$ cat src/sv/i2a_pkg.sv
package i2a_pkg;

    localparam int KIND_W  = 3;
    localparam int VALUE_W = 32;
    localparam int WIDTH_W = 8;
    localparam int CHAR_W  = 8;

    localparam logic [KIND_W-1:0] KIND_CHAR = 3'd0;
    localparam logic [KIND_W-1:0] KIND_SDEC = 3'd1;
    localparam logic [KIND_W-1:0] KIND_UDEC = 3'd2;
    localparam logic [KIND_W-1:0] KIND_HEX  = 3'd3;
    localparam logic [KIND_W-1:0] KIND_PCT  = 3'd4;

    localparam logic [CHAR_W-1:0] CH_MINUS = 8'h2D;
    localparam logic [CHAR_W-1:0] CH_ZERO  = 8'h30;
    localparam logic [CHAR_W-1:0] CH_SPACE = 8'h20;
    localparam logic [CHAR_W-1:0] CH_PCT   = 8'h25;

    // Fixed text goes out lowest byte first, so "ERROR" is stored reversed.
    localparam int TXT_LEN = 5;
    localparam int TXT_W   = TXT_LEN * CHAR_W;
    localparam int TXT_CW  = 3;
    localparam logic [TXT_W-1:0]  ERR_TEXT = "RORRE";
    localparam logic [TXT_CW-1:0] ERR_LEN  = 3'd5;

    localparam logic [CHAR_W-1:0] DIGIT_CHARS [16] = '{
        8'h30, 8'h31, 8'h32, 8'h33, 8'h34, 8'h35, 8'h36, 8'h37,
        8'h38, 8'h39, 8'h61, 8'h62, 8'h63, 8'h64, 8'h65, 8'h66
    };

    function automatic logic [CHAR_W-1:0] digit_char(input logic [3:0] dig);
        return DIGIT_CHARS[dig];
    endfunction

endpackage

$ cat src/sv/integer_to_ascii_formatter.sv
// Character, percent and ERROR words are accepted into S_TEXT and load into the output
// register from there. Decimal shifts one value bit per cycle in S_CONV, then drops leading
// zero digits in S_SKIP to find the top digit, sizes the fill in S_PREP, then sends one
// word per cycle while out_ready does not stall the output. Hex skips the bit shifting.
// One conversion at a time: the next is accepted the cycle after the last word loads.
// Reset (rst_n low, asynchronous) returns to idle and drops out_valid.
module integer_to_ascii_formatter #(
    parameter int VALUE_BITS = 32,
    parameter int PAD_LIMIT  = 16
) (
    input  logic                          clk,
    input  logic                          rst_n,
    input  logic                          in_valid,
    output logic                          in_ready,
    input  logic [i2a_pkg::KIND_W-1:0]    kind,
    input  logic [i2a_pkg::VALUE_W-1:0]   value,
    input  logic [i2a_pkg::WIDTH_W-1:0]   width,
    input  logic                          zero_fill,
    output logic                          out_valid,
    input  logic                          out_ready,
    output logic [i2a_pkg::CHAR_W-1:0]    out_char,
    output logic                          last
);
    import i2a_pkg::*;

    // Decimal digits needed for VALUE_BITS (log10(2) ~ 0.30103), and hex digits.
    localparam int ND     = (VALUE_BITS * 30103) / 100000 + 1;
    localparam int NHEX   = (VALUE_BITS + 3) / 4;
    localparam int DW     = ND * 4;
    localparam int DCW    = $clog2(ND + 1);
    localparam int BCW    = $clog2(VALUE_BITS + 1);
    localparam int FILL_W = $clog2(PAD_LIMIT);

    typedef enum logic [8:0] {
        S_IDLE = 9'b000000001,
        S_CONV = 9'b000000010,
        S_SKIP = 9'b000000100,
        S_PREP = 9'b000001000,
        S_LEAD = 9'b000010000,
        S_FILL = 9'b000100000,
        S_SIGN = 9'b001000000,
        S_DIGS = 9'b010000000,
        S_TEXT = 9'b100000000
    } state_t;

    state_t                 state_reg, state_next;
    logic [VALUE_BITS-1:0]  bin_reg, bin_next;
    logic [DW-1:0]          dig_reg, dig_next;
    logic [DCW-1:0]         dcnt_reg, dcnt_next;
    logic [BCW-1:0]         bcnt_reg, bcnt_next;
    logic                   neg_reg, neg_next;
    logic                   zf_reg, zf_next;
    logic [WIDTH_W-1:0]     width_reg, width_next;
    logic [FILL_W-1:0]      fill_reg, fill_next;
    logic [TXT_W-1:0]       txt_reg, txt_next;
    logic [TXT_CW-1:0]      tcnt_reg, tcnt_next;
    logic                   out_valid_reg, out_valid_next;
    logic [CHAR_W-1:0]      out_char_reg, out_char_next;
    logic                   last_reg, last_next;

    logic [VALUE_BITS-1:0]  v_ext;
    logic [NHEX*4-1:0]      hex_pad;
    logic [DW-1:0]          adj;
    logic [9:0]             r_cnt;
    logic                   fill_on;
    logic                   emit_go;
    logic [3:0]             top_dig;

    assign v_ext   = VALUE_BITS'(value);
    assign hex_pad = (NHEX * 4)'(v_ext);
    assign top_dig = dig_reg[DW-1 -: 4];
    assign emit_go = !out_valid_reg || out_ready;

    // r = width - (d - 1) - sign, kept modulo 1024; bit 9 marks a negative count.
    assign r_cnt   = 10'(width_reg) - 10'(dcnt_reg) + 10'd1 - 10'(neg_reg);
    assign fill_on = !r_cnt[9] && (r_cnt[8:0] >= 9'd2) && (r_cnt[8:0] <= 9'(PAD_LIMIT - 1));

    // Add-3 correction on every BCD digit before the shift.
    always_comb
    begin
        for (int i = 0; i < ND; i++)
        begin
            adj[i*4 +: 4] = (dig_reg[i*4 +: 4] >= 4'd5) ? dig_reg[i*4 +: 4] + 4'd3
                                                          : dig_reg[i*4 +: 4];
        end
    end

    always_comb
    begin
        state_next     = state_reg;
        bin_next       = bin_reg;
        dig_next       = dig_reg;
        dcnt_next      = dcnt_reg;
        bcnt_next      = bcnt_reg;
        neg_next       = neg_reg;
        zf_next        = zf_reg;
        width_next     = width_reg;
        fill_next      = fill_reg;
        txt_next       = txt_reg;
        tcnt_next      = tcnt_reg;
        out_valid_next = out_valid_reg && !out_ready;
        out_char_next  = out_char_reg;
        last_next      = last_reg;

        case (state_reg)
            S_IDLE:
            begin
                if (in_valid)
                begin
                    width_next = width;
                    zf_next    = zero_fill;
                    neg_next   = 1'b0;
                    case (kind)
                        KIND_CHAR:
                        begin
                            txt_next   = TXT_W'(value[CHAR_W-1:0]);
                            tcnt_next  = TXT_CW'(1);
                            state_next = S_TEXT;
                        end
                        KIND_PCT:
                        begin
                            txt_next   = TXT_W'(CH_PCT);
                            tcnt_next  = TXT_CW'(1);
                            state_next = S_TEXT;
                        end
                        KIND_SDEC, KIND_UDEC:
                        begin
                            neg_next   = (kind == KIND_SDEC) && v_ext[VALUE_BITS-1];
                            bin_next   = ((kind == KIND_SDEC) && v_ext[VALUE_BITS-1])
                                         ? (~v_ext + VALUE_BITS'(1)) : v_ext;
                            dig_next   = '0;
                            bcnt_next  = BCW'(VALUE_BITS);
                            state_next = S_CONV;
                        end
                        KIND_HEX:
                        begin
                            dig_next   = DW'(hex_pad) << ((ND - NHEX) * 4);
                            dcnt_next  = DCW'(NHEX);
                            state_next = S_SKIP;
                        end
                        default:
                        begin
                            txt_next   = ERR_TEXT;
                            tcnt_next  = ERR_LEN;
                            state_next = S_TEXT;
                        end
                    endcase
                end
            end
            S_CONV:
            begin
                dig_next  = {adj[DW-2:0], bin_reg[VALUE_BITS-1]};
                bin_next  = bin_reg << 1;
                bcnt_next = bcnt_reg - BCW'(1);
                if (bcnt_reg == BCW'(1))
                begin
                    dcnt_next  = DCW'(ND);
                    state_next = S_SKIP;
                end
            end
            S_SKIP:
            begin
                // Drop leading zero digits, keeping at least one.
                if (top_dig == 4'd0 && dcnt_reg != DCW'(1))
                begin
                    dig_next  = dig_reg << 4;
                    dcnt_next = dcnt_reg - DCW'(1);
                end
                else
                begin
                    state_next = S_PREP;
                end
            end
            S_PREP:
            begin
                fill_next = fill_on ? FILL_W'(r_cnt[8:0] - 9'd1) : '0;
                if (neg_reg && zf_reg)
                begin
                    state_next = S_LEAD;
                end
                else if (fill_on)
                begin
                    state_next = S_FILL;
                end
                else if (neg_reg)
                begin
                    state_next = S_SIGN;
                end
                else
                begin
                    state_next = S_DIGS;
                end
            end
            S_LEAD:
            begin
                if (emit_go)
                begin
                    out_valid_next = 1'b1;
                    out_char_next  = CH_MINUS;
                    last_next      = 1'b0;
                    state_next     = (fill_reg != '0) ? S_FILL : S_DIGS;
                end
            end
            S_FILL:
            begin
                if (emit_go)
                begin
                    out_valid_next = 1'b1;
                    out_char_next  = zf_reg ? CH_ZERO : CH_SPACE;
                    last_next      = 1'b0;
                    fill_next      = fill_reg - FILL_W'(1);
                    if (fill_reg == FILL_W'(1))
                    begin
                        state_next = (neg_reg && !zf_reg) ? S_SIGN : S_DIGS;
                    end
                end
            end
            S_SIGN:
            begin
                if (emit_go)
                begin
                    out_valid_next = 1'b1;
                    out_char_next  = CH_MINUS;
                    last_next      = 1'b0;
                    state_next     = S_DIGS;
                end
            end
            S_DIGS:
            begin
                if (emit_go)
                begin
                    out_valid_next = 1'b1;
                    out_char_next  = digit_char(top_dig);
                    last_next      = (dcnt_reg == DCW'(1));
                    dig_next       = dig_reg << 4;
                    dcnt_next      = dcnt_reg - DCW'(1);
                    if (dcnt_reg == DCW'(1))
                    begin
                        state_next = S_IDLE;
                    end
                end
            end
            S_TEXT:
            begin
                if (emit_go)
                begin
                    out_valid_next = 1'b1;
                    out_char_next  = txt_reg[CHAR_W-1:0];
                    last_next      = (tcnt_reg == TXT_CW'(1));
                    txt_next       = txt_reg >> CHAR_W;
                    tcnt_next      = tcnt_reg - TXT_CW'(1);
                    if (tcnt_reg == TXT_CW'(1))
                    begin
                        state_next = S_IDLE;
                    end
                end
            end
            default:
            begin
                state_next = S_IDLE;
            end
        endcase
    end

    always_ff @(posedge clk or negedge rst_n)
    begin
        if (!rst_n)
        begin
            state_reg     <= S_IDLE;
            out_valid_reg <= 1'b0;
        end
        else
        begin
            state_reg     <= state_next;
            out_valid_reg <= out_valid_next;
        end
    end

    always_ff @(posedge clk)
    begin
        bin_reg      <= bin_next;
        dig_reg      <= dig_next;
        dcnt_reg     <= dcnt_next;
        bcnt_reg     <= bcnt_next;
        neg_reg      <= neg_next;
        zf_reg       <= zf_next;
        width_reg    <= width_next;
        fill_reg     <= fill_next;
        txt_reg      <= txt_next;
        tcnt_reg     <= tcnt_next;
        out_char_reg <= out_char_next;
        last_reg     <= last_next;
    end

    assign in_ready  = (state_reg == S_IDLE);
    assign out_valid = out_valid_reg;
    assign out_char  = out_char_reg;
    assign last      = last_reg;

endmodule

$ cat config.mk
export PLATFORM = sky130hd
export DESIGN_NAME = integer_to_ascii_formatter
export DESIGN_NICKNAME = d
export VERILOG_FILES = /design/src/sv/i2a_pkg.sv /design/src/sv/integer_to_ascii_formatter.sv
export SDC_FILE = /design/constraint.sdc
export NUM_CORES = 1
export LEC_CHECK = 0
export BUFFER_PORTS_ARGS = -buffer_cell sky130_fd_sc_hd__buf_2
export CORE_MARGIN = 5
export CORE_UTILIZATION = 35
export CTS_CLUSTER_DIAMETER = 100
export DETAILED_ROUTE_END_ITERATION = 8
export GPL_TIMING_DRIVEN = 0
export PLACE_DENSITY = 0.54
export SLEW_MARGIN = 20
export SYNTH_ARGS = -nofsm -noshare
export SYNTH_HDL_FRONTEND = slang
export SYNTH_SLANG_ARGS = --single-unit
$ cat constraint.sdc
create_clock -name clk -period 11.16 [get_ports clk]
set_input_delay 0.558 -clock clk [delete_from_list [all_inputs] [get_ports clk]]
set_output_delay 0.558 -clock clk [all_outputs]
set_load 0.005 [all_outputs]
==> results by group <==
Timing
  – Tmin final: 4.07 ns
  – Fin. max-slew vios: 0
  – Fin crit share: 36.5%
  – Worst slew margin: 25.0%
  – Final setup margin: 7.09 ns
  – Slew @ Worst Pin: approximately 1.1 ns
  – Fmax: 246 MHz
  – Final hold violation count: 0
  – Worst hold margin: 0.309 ns
  – Setup-failing EPs final: 0
  – Setup Skew: 0.0120 ns
  – Setup_tns: 0 ns
  – RSZ-0062 raised after global routing: false

Layout
  – Ant diodes: 0
  – Share of cells above drive strength 1: 12.3%
  – Commonest non-fill, non-tap cells in the layout: edfxtp_1, nand2_1, nor2_1
  – Largest register FFs: 40
  – Final nets: 1057
  – Final cell count without fillers: 1292
  – Area grow syn2layout: 16.3%
  – Most common cell after layout, fill and taps aside: edfxtp_1

Synth
  – Largest area contributor in the netlist: edfxtp_1
  – Share of the synthesized area in the top cell type: 44.1%
  – Top cells by area, synth: edfxtp_1, ha_1, nand2_1
  – Post-synth ARST share: 7.46%
  – Mapped Cells: 873
  – Post-synth net total: between 900 and 1000
  – Syn avg cell area: 9.67 um2
  – Syn Std Cell Area: 8440 um2
  – Register bit total from synthesis: 134
  – Netlist cell types: between 70 and 80
  – Post-synth top flop: edfxtp_1
  – Synth Warn #: 0
  – EDFF count, synth: around 120
  – Post-synthesis sequential area ratio: between 40% and 50%

Worst hold path
  – Worst Hold Class: in2reg

Global route
  – Number of global-route vias before repair: 6705
  – First-pass GRT wire length: 35.3 mm
  – Largest net degree at the start of global routing: 24
  – Initial antenna violation count: 0
  – Total GRT Usage: between 15 and 20%
  – Grt ovf: 0

Power
  – Pwr Density: 280 nW/um2
  – Static leakage: 0.00375 uW
  – Peak supply drop: 0.120 mV

Detailed routing
  – Routed WL: 22.1 mm
  – First-pass iteration count of the detailed router: 7
  – Routed Antenna Nets: 0
  – DR vias/cell: 5.26
  – First DRT Iteration DRCs: 533
  – DRC violations left: 0
  – Vias: just under 7000
  – Drt wl/cell: 17.1 um

Die
  – IO Pins: 59
  – Die area: 27300 um2
  – Core Rows: 56
  – Chip Width: 165 um
  – Core Area: 23600 um2
  – Die Height: 165 um
  – Starting Density: 35.8%

Clocking
  – Buffers from clock root to sink, at most: 2
  – Clk Tree Root Cell: clkbuf_16
  – Post-CTS setup buffer count: 0
  – Hold_buf cts: 1
  – Total CTS buffers: 17
  – Worst skew pair latency: about 0.42 ns
  – Clk slew on worst S/H paths: 0.06 ns
  – Htree depth: 4
  – CTS tree: built
  – Clk sinks: 134
  – CTS resizes: 0

Placed design
  – Hpwl dp: 16.7 mm
  – Gp weighted congestion: ~0.82
  – I/O Buffers: 57
  – Pre-CTS setup slack: 7.10 ns
  – DP Cell Count: 1260

Worst setup path
  – Crit path capture type: register
  – Slowest stage cell, crit path: or4_1
  – Critical path launch point type: register
  – Critical path cell sequence: ha_1 -> inv_1 -> fa_1 -> a21oi_1 -> nor2b_1 -> or4_1 -> ha_1 -> or2b_1 -> o221a_2 -> o2111ai_2 -> o21ai_0 -> mux2_2
  – Most used cell, CP: ha_1
  – Worst EP required: between 10 and 15 ns
  – CP peak stage delay: 0.50 ns
  – CP max FO: 6
  – Critical path type: reg2reg
  – Critical Path AT: 4.37 ns

Outcome
  – Run status: complete, no violations

Flow run
  – Max-capacitance violation count: 0
-- path summary, 6_finish.rpt --
path / startpoint / to / slack, ns / cells past startpoint
worst max-delay path: dcnt_reg[0] / state_reg[5] / 7.09 / 12
worst min-delay path: width[2] / width_reg[2] / 0.31 / 1
max in group asynchronous: rst_n / state_reg[0] / 10.34 / 2
worst min register to register: bin_reg[30] / bin_reg[31] / 0.52 / 2
worst max register to register: dcnt_reg[0] / state_reg[5] / 7.09 / 12
min in group asynchronous: rst_n / state_reg[3] / 0.56 / 2
-- worst max-delay path: cells and delay by family, from the launching register on --
family,cells,cell delay (ns)
compound gates,4,1.16
fa+ha+maj,3,1.06
simple gates,3,0.96
flops,1,0.43
mux,1,0.28
buf+inv,1,0.06
-- per-layer routing --
metal	wire (um)	share of wire [%]	up-vias	global-route usage [%]
met5	0	0	-	0
met4	294	1.3	0	3.90
met3	885	4.0	21	3.43
met2	10700	48	147	27.7
met1	10200	46	3283	22.1
li1	-	-	3346	-
-- synthesized netlist by cell type, types with 6 or more instances --
library cell and n:
xnor2_1 43, or3_1 6, and3_1 7, and2_1 7, nand2b_1 23, xor2_1 15
o21a_1 6, edfxtp_1 124, clkbuf_1 24, nor2_1 79, o22ai_1 7, dfrtp_1 9
a222oi_1 16, o221ai_1 9, nand2_1 118, inv_1 62, a221o_1 7, ha_1 47
o21ai_0 64, nand3_1 17, nor3b_1 11, nor3_1 18, a21oi_1 62
-- stage by stage --
step | total power, uW | cell area, um2 | utilization (%)
2_1_floorplan | 1840 | 8440 | -
3_3_place_gp | 2120 | 9130 | 38.7
3_5_place_dp | 2200 | 9250 | 39.2
4_1_cts | 2760 | 9820 | 41.6
5_1_grt | 2970 | 9820 | 41.6
6_report | 2750 | 9820 | 41.6
-- kinds of logic after synthesis --
| family | Yosys count | synth area share, % |
|---|---|---|
| simple gates | 317 | 17.7 |
| buf+inv | 93 | 4.43 |
| compound gates | 216 | 16.7 |
| flops | 134 | 47.1 |
| mux | 7 | 0.860 |
| fa+ha+maj | 48 | 7.20 |
| xor+xnor | 58 | 6.02 |
-- layout make-up --
cell class,instances,area (um2)
timing repair buffer,69,392
sequential,134,3980
tap,319,399
buffer,31,141
fill,2357,13800
multi-input combinational,646,4120
clock buffer,19,433
inverter,62,233
clock inverter,12,130
-- where the power goes --
group / internal [uW] / leakage [uW] / switching [uW]
combinational: 480 / 0.00219 / 763
clock: 328 / 0.000273 / 223
sequential: 817 / 0.00128 / 139
total: 1620 / 0.00375 / 1120
(Power assumes the default switching activity.)
